**src/hdl/bpap_pkg.sv**
```systemverilog
`default_nettype none
package bpap_pkg;
    localparam int T_FRAC_BITS_DEF = 10;
    localparam int WINDOW_SIZE_DEF = 1024;
    localparam int POS_FRAC  = 10;
    localparam int COORD_W   = 10;
    localparam int POS_W     = COORD_W + POS_FRAC;
    localparam int T_W       = 11;
    localparam int CFG_IDX_W = 3;
    localparam int INT_W     = 8;
    localparam int DIST_W    = 11;
    localparam int NEAR_LIMIT = 51;
    localparam int FAR_SCALE  = 1792;

    typedef struct packed {
        logic [COORD_W-1:0] fx;
        logic [COORD_W-1:0] fy;
        logic               ix;
        logic               iy;
        logic [POS_FRAC-1:0] rx;
        logic [POS_FRAC-1:0] ry;
    } point_t;
endpackage
`default_nettype wire

```
**src/hdl/bpap_shade.sv**
```systemverilog
`default_nettype none
// Distance and intensity for one corner: square, two root halves, two scale steps.
module bpap_shade
    import bpap_pkg::*;
(
    input  wire logic                clk,
    input  wire logic                en,
    input  wire logic [POS_FRAC:0]   dx,
    input  wire logic [POS_FRAC:0]   dy,
    output logic      [INT_W-1:0]    inten_reg
);
    localparam int SW    = 2*POS_FRAC + 3;
    localparam int VW    = 2*DIST_W;
    localparam int RT_LO = 5;           // root digits resolved in the second half
    localparam int MW    = DIST_W + 4;
    // floor(q/7) equals (q*RECIP_7) >> RECIP_SH for every q below 5461
    localparam int RECIP_7  = 2341;
    localparam int RECIP_SH = 14;
    localparam logic [MW-1:0] FAR_W = MW'(FAR_SCALE);

    typedef struct packed {
        logic [VW-1:0]     rem;
        logic [DIST_W-1:0] root;
    } sq_t;

    logic [SW-1:0]       s_reg;
    logic [VW-1:0]       v;
    sq_t                 sq_hi;
    sq_t                 sq_lo;
    sq_t                 sq_reg;
    logic [2*RT_LO-1:0]  v_lo_reg;
    logic [DIST_W-1:0]   d_reg;
    logic [MW-1:0]       d10;
    logic                near_reg;
    logic                far_reg;
    logic [DIST_W-1:0]   m_reg;
    logic [DIST_W+7:0]   m255;
    logic [DIST_W+11:0]  qr;

    // one digit of the restoring square root
    function automatic sq_t sq_step(sq_t cur, logic [1:0] pair);
        sq_t           nxt;
        logic [VW-1:0] r2;
        logic [VW-1:0] trial;
        r2    = {cur.rem[VW-3:0], pair};
        trial = VW'({cur.root, 2'b01});
        if (r2 >= trial)
        begin
            nxt.rem  = r2 - trial;
            nxt.root = {cur.root[DIST_W-2:0], 1'b1};
        end
        else
        begin
            nxt.rem  = r2;
            nxt.root = {cur.root[DIST_W-2:0], 1'b0};
        end
        return nxt;
    endfunction

    // upper root digits
    always_comb
    begin
        v     = VW'(s_reg[SW-1:4]);
        sq_hi = '0;
        for (int i = DIST_W-1; i >= RT_LO; i--)
            sq_hi = sq_step(sq_hi, v[2*i +: 2]);
    end

    // lower root digits
    always_comb
    begin
        sq_lo = sq_reg;
        for (int i = RT_LO-1; i >= 0; i--)
            sq_lo = sq_step(sq_lo, v_lo_reg[2*i +: 2]);
    end

    // 255*m/1792 as ((255*m) >> 8) / 7
    assign d10  = MW'(d_reg) * MW'(10);
    assign m255 = {m_reg, 8'd0} - (DIST_W+8)'(m_reg);
    assign qr   = (DIST_W+12)'(m255[DIST_W+7:8]) * (DIST_W+12)'(RECIP_7);

    always_ff @(posedge clk)
    begin
        if (en)
        begin
            s_reg    <= SW'(dx) * SW'(dx) + SW'(dy) * SW'(dy);
            sq_reg   <= sq_hi;
            v_lo_reg <= v[2*RT_LO-1:0];
            d_reg    <= sq_lo.root;
            near_reg <= d_reg <= DIST_W'(NEAR_LIMIT);
            far_reg  <= d10 >= FAR_W;
            m_reg    <= DIST_W'(FAR_W - d10);
            if (near_reg)
                inten_reg <= 8'd255;
            else if (far_reg)
                inten_reg <= '0;
            else
                inten_reg <= qr[RECIP_SH +: INT_W];
        end
    end
endmodule
`default_nettype wire
```
**config.mk**
```make
export PLATFORM = sky130hd
export DESIGN_NAME = bpap_shade
export DESIGN_NICKNAME = d
export VERILOG_FILES = /design/src/hdl/bpap_pkg.sv /design/src/hdl/bpap_shade.sv
export SDC_FILE = /design/constraint.sdc
export NUM_CORES = 1
export LEC_CHECK = 0
export ABC_AREA = 1
export BUFFER_PORTS_ARGS = -buffer_cell sky130_fd_sc_hd__buf_4
export CORE_ASPECT_RATIO = 0.8
export CORE_MARGIN = 1
export CORE_UTILIZATION = 67
export DETAILED_ROUTE_END_ITERATION = 8
export PLACE_DENSITY = 0.93
export SYNTH_ARGS = -nofsm -noshare
export SYNTH_HDL_FRONTEND = slang
export SYNTH_SLANG_ARGS = --single-unit
```
**constraint.sdc**
```tcl
create_clock -name clk -period 9.2 [get_ports clk]
set_input_delay 0.46 -clock clk [delete_from_list [all_inputs] [get_ports clk]]
set_output_delay 0.46 -clock clk [all_outputs]
set_load 0.02 [all_outputs]
```
Yosys cells after proc, flatten, opt, wreduce, memory -nomap -nowiden
Index checks and enable logic that the tools add are counted.
- add/sub/neg operators: 12
- multiply operators: 4
- magnitude comparators: 12
- mux-type cells: 11
- operators with widths (cell ; count):
    31-bit two-way mux ; 9
    22-bit by 13-bit greater-or-equal comparator with 1-bit output ; 9
    20-bit by 13-bit subtractor with 20-bit output ; 8
    11-bit by 11-bit multiplier with 22-bit output ; 2
    22-bit by 22-bit adder with 23-bit output ; 1
    11-bit by 12-bit multiplier with 22-bit output (second input constant) ; 1
    19-bit by 11-bit subtractor with 19-bit output ; 1
    15-bit by 11-bit greater-or-equal comparator with 1-bit output (second input constant) ; 1
    11-bit by 3-bit multiplier with 14-bit output (second input constant) ; 1
    11-bit by 6-bit less-or-equal comparator with 1-bit output (second input constant) ; 1
    11-bit subtractor (first input constant) ; 1
    8-bit two-way mux ; 1
    1-bit by 1-bit subtractor with 2-bit output (second input constant) ; 1
    1-bit greater-or-equal comparator (second input constant) ; 1
    1-bit two-way mux ; 1
- register bits after elaboration: 96
- input port bits: 24
- logic and storage cells: 48

Depth between registers and ports, before layout
Gate-level depths: netlist of the first run.
- depth after elaboration: 10
- mapped depth: 55

Worst setup path before layout of the first run
No wires, ideal clock.
- kind: reg2reg
- start: reg sq_reg[3] (netlist name)
- end: reg d_reg[0], data pin
- library setup time: 0.262 ns
- arrival: 7.302 ns
- data required time: 8.938 ns
- setup slack: 1.636 ns
- cell stages (with the launch flop): 54
- clock period less this slack: 7.564 ns
- cells stage by stage: edfxtp_1 -> inv_1 -> ha_1 -> nand2_1 -> inv_2 -> nand2_1 -> nand3_1 -> nand2_1 -> nand2_1 -> nor2_2 -> buf_1 -> o21ai_0 -> ha_1 -> a21oi_1 -> nor2_1 -> nor2_1 -> nand2_2 -> nand2_2 -> (+18 left out) -> a21oi_1 -> o21ai_0 -> inv_1 -> nand3_2 -> inv_1 -> nand2_1 -> a21oi_1 -> nand2_1 -> nor2_2 -> buf_2 -> o21ai_0 -> ha_1 -> a21oi_1 -> nor2_1 -> a211oi_1 -> nand2_1 -> nand2_1 -> nand3_1
- RTL lines (what ; RTL line ; text):
    from (decl) ; bpap_shade.sv:30 ; sq_t sq_reg;
    from (signal assigned) ; bpap_shade.sv:87 ; sq_reg <= sq_hi;
    to (signal assigned) ; bpap_shade.sv:89 ; d_reg <= sq_lo.root;
    to (decl) ; bpap_shade.sv:32 ; logic [DIST_W-1:0] d_reg;

==> results of run 1 <==
[kinds of logic (layout without fill, tap and decap cells)]
| family | count (synthesis) | count (layout) | synth area share |
|---|---|---|---|
| xor+xnor | 87 | 87 | 0.0438 |
| simple gates | 991 | 991 | 0.251 |
| flops | 84 | 84 | 0.145 |
| buf+inv | 572 | 586 | 0.126 |
| mux | 2 | 2 | 0.00122 |
| compound gates | 177 | 177 | 0.0557 |
| fa+ha+maj | 416 | 416 | 0.378 |
[cells in the final DEF (no fill, tap or decap), drive strengths merged]
| master | Yosys | routed |
|---|---|---|
| nand2 | 569 | 569 |
| mux2 | 1 | 1 |
| fa | 181 | 181 |
| a21o | 3 | 3 |
| buf | 11 | 34 |
| xor2 | 61 | 61 |
| edfxtp | 84 | 84 |
| o21a | 3 | 3 |
| a211oi | 3 | 3 |
| nor4 | 3 | 3 |
| nand3 | 138 | 138 |
| a21oi | 78 | 78 |
| o211ai | 2 | 2 |
| clkinv | 0 | 4 |
| clkbuf | 24 | 9 |
| o2111ai | 4 | 4 |
| ha | 235 | 235 |
| xnor2 | 26 | 26 |
| nor3b | 1 | 1 |
| nor2 | 195 | 195 |
| nor3 | 19 | 19 |
| or4 | 1 | 1 |
| a2111o | 1 | 1 |
| inv | 537 | 539 |
| or2 | 10 | 10 |
| nand3b | 18 | 18 |
| o31ai | 6 | 6 |
| o21ai | 70 | 70 |
| a31oi | 2 | 2 |
| and2 | 2 | 2 |
| o21bai | 5 | 5 |
| nand4 | 35 | 35 |
| mux2i | 1 | 1 |
[critical path, delay by kind of cell, from the launching register on]
family          cells  cell delay [ns]
flops               1             0.41
compound gates     10             1.64
fa+ha+maj           5             1.70
buf+inv             7             0.91
simple gates       27             3.47
[repair_timing]
| action | 4_1_cts | 5_1_grt |
|---|---|---|
| setup endpoints to repair | 0 | 1 |
| setup buffers | 0 | 0 |
| gates resized for setup | 0 | 4 |
| hold endpoints to repair | 0 | 0 |
[synth_stat cells, types with 9 or more instances]
| library cell | count | share of area |
|---|---|---|
| nand3b_1 | 18 | 0.0078 |
| xnor2_1 | 26 | 0.013 |
| nor2_2 | 11 | 0.0040 |
| xor2_1 | 61 | 0.031 |
| fa_1 | 181 | 0.21 |
| nand3_2 | 11 | 0.0063 |
| clkbuf_1 | 24 | 0.0052 |
| a21oi_1 | 77 | 0.022 |
| ha_1 | 235 | 0.17 |
| nand4_1 | 35 | 0.013 |
| inv_1 | 533 | 0.12 |
| or2_2 | 9 | 0.0032 |
| nor2_1 | 177 | 0.038 |
| nand3_1 | 126 | 0.036 |
| nand2_1 | 538 | 0.12 |
| nand2_2 | 29 | 0.010 |
| nor3_1 | 18 | 0.0052 |
| o21ai_0 | 68 | 0.020 |
| edfxtp_1 | 84 | 0.15 |
[per-stage QoR]
stage | instance area, sq um | setup TNS [ns] | hold slack, ns
final | 18100 | 0 | 0.423
after detailed placement | 17900 | 0 | 0.406
after floorplan | 17400 | 0 | 0.400
after global placement | 17900 | 0 | 0.401
after CTS | 18100 | 0 | 0.419
after global routing | 18100 | -0.0000631 | 0.422
[cell type report]
type | instances | area (sq um) | share of cell area
clock buffers | 9 | 225 | 0.0124
clock inverters | 6 | 38.8 | 0.00214
inverters | 537 | 2020 | 0.111
multi-input cells | 1673 | 12700 | 0.699
flip-flops and latches | 84 | 2520 | 0.139
well taps | 324 | 405 | 0.0223
repair buffers | 34 | 255 | 0.0141
[how the worst max path moves through the flow]
stage / from / to / slack, ns / cells after the start
after global routing: sq_reg[0]$_DFFE_PP_ / d_reg[0]$_DFFE_PP_ / -0.00006 / 48
after floorplan: sq_reg[3]$_DFFE_PP_ / d_reg[0]$_DFFE_PP_ / 1.64 / 53
after CTS: sq_reg[0]$_DFFE_PP_ / d_reg[0]$_DFFE_PP_ / 0.65 / 51
after detailed placement: sq_reg[3]$_DFFE_PP_ / d_reg[0]$_DFFE_PP_ / 0.67 / 49
after global placement: sq_reg[3]$_DFFE_PP_ / d_reg[0]$_DFFE_PP_ / 1.00 / 51
final: sq_reg[0]$_DFFE_PP_ / d_reg[0]$_DFFE_PP_ / 0.78 / 49
[metal layers]
layer / share of wire / global-route usage
met5: 0 / 0
met4: 0.026 / 0.105
met3: 0.071 / 0.0419
met2: 0.48 / 0.585
met1: 0.42 / 0.433
==> key figures, run 1 <==
STA
  • Final Max Tran Viols: 0
  • Fmax achieved: between 100 and 150 MHz
  • Post-layout min period: 8.42 ns
  • Clock Skew: ~0.012 ns
  • Fin crit share: 0.916
  • Final hold violation count: 0
  • Slew @ Worst Pin: between 0.9 and 1 ns
  • Max transition margin: 0.351
  • Final setup fails: 0
  • Final Worst Setup Slack: slightly below 0.8 ns

Worst setup path
  • Crit path max fanout: 24
  • Reg-to-reg startpoint: sq_reg[0]$_DFFE_PP_
  • CP startpoint kind: flip-flop
  • Reg2reg end: d_reg[0]$_DFFE_PP_
  • Register-to-Register Path Depth: slightly below 50
  • Largest stage delay, worst path: between 0.4 and 0.5 ns
  • CP max-delay cell: edfxtp_1
  • Reg2reg setup slack: 0.78 ns
  • Worst path arrival time: 8.52 ns
  • Worst setup path class: reg -> reg
  • Worst Path Required: 9.30 ns
  • CP most frequent cell: nand2_1
  • Crit end category: flip-flop

Place
  • Inst Count DP: roughly 2700
  • Buffers on Ports: 31
  • RePlAce Congestion: around 0.97
  • DP Wirelength: ~37000 um
  • Worst slack, placed: about 0.67 ns

Synthesis
  • Post-Syn Area per Cell: roughly 7.5 sq um
  • Distinct cells, synth: between 40 and 50
  • #FFs+latches synth: 84
  • Syn Std Cell Area: approximately 17000 sq um
  • Post-synth top flop: edfxtp_1
  • EDFF count, synth: 84
  • Syn_nets: 2769
  • Post-synthesis sequential area ratio: 0.145
  • Synthesis Warnings: 0
  • Asr flop ratio synth: 0
  • Syn Inst Count: roughly 2300

Worst hold path
  • Min-Delay Endpoint: v_lo_reg[9]$_DFFE_PP_
  • Worst min path class: reg -> reg
  • Hold path startpoint: s_reg[13]$_DFFE_PP_
  • Worst hold path cell count: 0

Run status
  • Outcome: completed

Final layout
  • Area delta synth->final: 4.38%
  • Diode count: 0
  • Filler cells: ~1900
  • Largest register FFs: 25
  • Finished Layout Cells: between 2000 and 3000
  • Net count, final: between 2000 and 3000
  • Final Util: 0.715
  • Share of cells above drive strength 1: 0.0529

Global route
  • Gr usage total: 0.335
  • Initial antenna violation count: 0
  • Grt ovf: 0
  • Global-route wire length before repair: just over 70000 um
  • Vias in the first global route: between 15000 and 20000
  • Largest net degree at the start of global routing: 75

CTS
  • CTS sink count: 84
  • CTS tree: yes
  • Hold_buf cts: 0
  • H-tree levels: 3
  • Max Root-Sink Buffers: 2
  • Clk_lat worst skew: 0.35 ns
  • Clock Pin Slew Worst Setup and Hold Paths: roughly 0.070 ns
  • Num CTS Buffers: 9
  • Clk root buf: clkbuf_16

Routing
  • Overall routed net length: about 43000 um
  • Routed via count: between 10000 and 15000
  • # DRC: 0
  • Post-DR wirelength/cell: 16.2 um
  • First-pass iteration count of the detailed router: 6
  • Drt first-iter violations: between 1000 and 1500
  • Vias per inst: 5.61
  • ANT nets after route: 0

Floorplan
  • Die Width: 182 um
  • IO Count: 32
  • Die Ht: 146 um
  • Initial core utilization: 0.685
  • Row count: 52
  • Total die area: roughly 27000 sq um
  • Core ar.: between 20000 and 30000 sq um

Job
  • MaxCap Viol Count: 0
Power of run 1 is left out: the tool's default activity adds up to more than one toggle a clock period on the data nets, which glitch-free logic cannot reach.
==> run 2, diff against run 1 <==
--- a/config.mk
+++ b/config.mk
@@ -9,9 +9,9 @@
 export BUFFER_PORTS_ARGS = -buffer_cell sky130_fd_sc_hd__buf_4
 export CORE_ASPECT_RATIO = 0.8
 export CORE_MARGIN = 1
-export CORE_UTILIZATION = 67
+export CORE_UTILIZATION = 60
 export DETAILED_ROUTE_END_ITERATION = 8
-export PLACE_DENSITY = 0.93
+export PLACE_DENSITY = 0.89
 export SYNTH_ARGS = -nofsm -noshare
 export SYNTH_HDL_FRONTEND = slang
 export SYNTH_SLANG_ARGS = --single-unit
==> constraint.sdc (replaced) <==
create_clock -name clk -period 7.35 [get_ports clk]
set_input_delay 0.3675 -clock clk [delete_from_list [all_inputs] [get_ports clk]]
set_output_delay 0.3675 -clock clk [all_outputs]
set_load 0.02 [all_outputs]
==> run 2 against run 1 <==
Non-clock buffer count grew 84. Setup slack lost 0.61 ns. Global-route usage shrank 3.9 points. Critical path depth grew 1. Wire length grew 0.54%. Sequential cell count is the same. Sequential share of layout area shrank 0.83 points. Via count grew 3.6%. Critical path type unchanged.
==> key figures, run 2 (same netlist as run 1, synthesis figures left out) <==
Run status
  • Outcome: completed

Floorplan
  • Initial core utilization: 0.613 (-0.0720)
  • Row count: 55 (+5.8%)
  • Die Width: 192 um (+5.6%)
  • Core ar.: 28400 sq um (+12%)
  • Total die area: 29700 sq um (+12%)
  • Die Ht: 154 um (+5.6%)
  • IO Count: 32 (unchanged)

STA
  • Fin crit share: 0.977 (+0.0618)
  • Clock Skew: 0.00693 ns (-0.00552 ns)
  • Post-layout min period: 7.18 ns (-1.24 ns)
  • Final Worst Setup Slack: 0.167 ns (-0.611 ns)
  • Unrepaired setup endpoints after global routing: true
  • Slew @ Worst Pin: 0.773 ns (-0.200 ns)
  • Final Max Tran Viols: 0 (unchanged)
  • Final hold violation count: 0 (unchanged)
  • Fmax achieved: 139 MHz (+17%)
  • Max transition margin: 0.485 (+0.133)
  • Final setup fails: 0 (unchanged)

Global route
  • Gr usage total: 0.296 (-0.0393)
  • Initial antenna violation count: 0 (unchanged)
  • Largest net degree at the start of global routing: 65 (-13%)
  • Vias in the first global route: 15297 (-0.23%)
  • Global-route wire length before repair: 70900 um (-1.2%)
  • Grt ovf: 0 (unchanged)

Worst setup path
  • Largest stage delay, worst path: 0.41 ns (about the same)
  • Worst setup path class: reg -> reg
  • Buf+Inv Stages, Crit Path: 6 (-1)
  • Worst path arrival time: 7.28 ns (-1.24 ns)
  • CP delay by family, top: simple AND/OR/NAND/NOR gates
  • CP max-delay cell: edfxtp_1
  • Reg2reg setup slack: 0.17 ns (-0.61 ns)
  • CP startpoint kind: flip-flop
  • Worst Path Required: 7.45 ns (-1.85 ns)
  • Crit end category: flip-flop
  • Crit path max fanout: 16 (-33%)
  • CP most frequent cell: nand2_1

Routing
  • Post-DR wirelength/cell: 15.5 um (-4.2%)
  • First-pass iteration count of the detailed router: 6 (unchanged)
  • Vias per inst: 5.53 (-1.3%)
  • Overall routed net length: 43500 um (+0.54%)
  • # DRC: 0 (unchanged)
  • ANT nets after route: 0 (unchanged)
  • Drt first-iter violations: 1624 (+21%)
  • Routed via count: 15497 (+3.6%)

CTS
  • Clk root buf: clkbuf_16
  • Clk_lat worst skew: 0.36 ns (about the same)
  • Clock Pin Slew Worst Setup and Hold Paths: 0.07 ns (about the same)
  • H-tree levels: 3 (unchanged)
  • CTS tree: yes
  • Num CTS Buffers: 9 (unchanged)
  • CTS sink count: 84 (unchanged)
  • Max Root-Sink Buffers: 2 (unchanged)
  • Hold_buf cts: 0 (unchanged)

Final layout
  • Filler cells: 2167 (+14%)
  • Net count, final: 2865 (+3.1%)
  • Leading cell type in the layout, fill and taps excluded: inv_1
  • Largest register FFs: 25 (unchanged)
  • Share of cells above drive strength 1: 0.117 (+0.0639)
  • Final instance area: 19300 sq um (+6.4%)
  • Diode count: 0 (unchanged)
  • Most frequent cells in the layout: 526 x inv_1, 523 x nand2_1, 221 x ha_1
  • Final Util: 0.681 (-0.0344)
  • Area delta synth->final: 11.0%

Place
  • Worst slack, placed: -0.448 ns (-1.11 ns)
  • Post-Place Cell Area: 18400 sq um (+2.9%)
  • DP Wirelength: 36200 um (-2.2%)
  • Buffers on Ports: 31 (unchanged)
  • RePlAce Congestion: 1.03 (+6.6%)

Job
  • MaxCap Viol Count: 0 (unchanged)

Worst hold path
  • Worst min path class: reg -> reg
## run 2: cell count changes in the layout (fill, tap and decap cells not counted), sizes merged
cell,change
nand2,+1
bufinv,+1
inv,+2
clkinvlp,+2
clkinv,-3
buf,+84
## run 2: layer usage
metal | wire length [um] | share of wire | track usage | vias to the layer above
li1 | - | - | - | 7427
met3 | 3230 | 0.074 | 0.0418 | 129
met1 | 18400 | 0.42 | 0.397 | 7306
met2 | 20700 | 0.47 | 0.499 | 635
met4 | 1180 | 0.027 | 0.0769 | 0
met5 | 0 | 0 | 0 | -
## run 2: final timing paths
kind                                           from                    end  cells past startpoint
worst min register to register   s_reg[4]$_DFFE_PP_  v_lo_reg[0]$_DFFE_PP_                      0
worst min-delay path             s_reg[4]$_DFFE_PP_  v_lo_reg[0]$_DFFE_PP_                      0
worst max-delay path            sq_reg[1]$_DFFE_PP_     d_reg[0]$_DFFE_PP_                     50
worst max register to register  sq_reg[1]$_DFFE_PP_     d_reg[0]$_DFFE_PP_                     50
## run 2: repair_timing
action / CTS / global route
buffers inserted: 5 / 20
setup endpoints to repair: 1 / 16
cloned: 0 / 2
pin swaps: 2 / 29
gates resized for setup: 18 / 88
## run 2: final cells by class
type / instances / area (sq um) / area share
Clock buffer: 9 / 225 / 0.0117
Clock inverter: 7 / 95.1 / 0.00493
Inverter: 537 / 2020 / 0.105
Multi-Input combinational cell: 1674 / 13100 / 0.676
Sequential cell: 84 / 2520 / 0.131
Tap cell: 370 / 463 / 0.0240
Timing Repair Buffer: 118 / 913 / 0.0473
Timing Repair inverter: 1 / 6.26 / 0.000324
## run 2: per-stage QoR
stage | setup TNS, ns | hold slack, ns | std cells
2_1_floorplan | 0 | 0.400 | 2329
3_3_place_gp | 0 | 0.402 | 2757
3_5_place_dp | -0.472 | 0.406 | 2757
4_1_cts | 0 | 0.422 | 2778
5_1_grt | -0.285 | 0.425 | 2800
6_report | 0 | 0.421 | 2800
Power of run 2 is left out for the same reason.
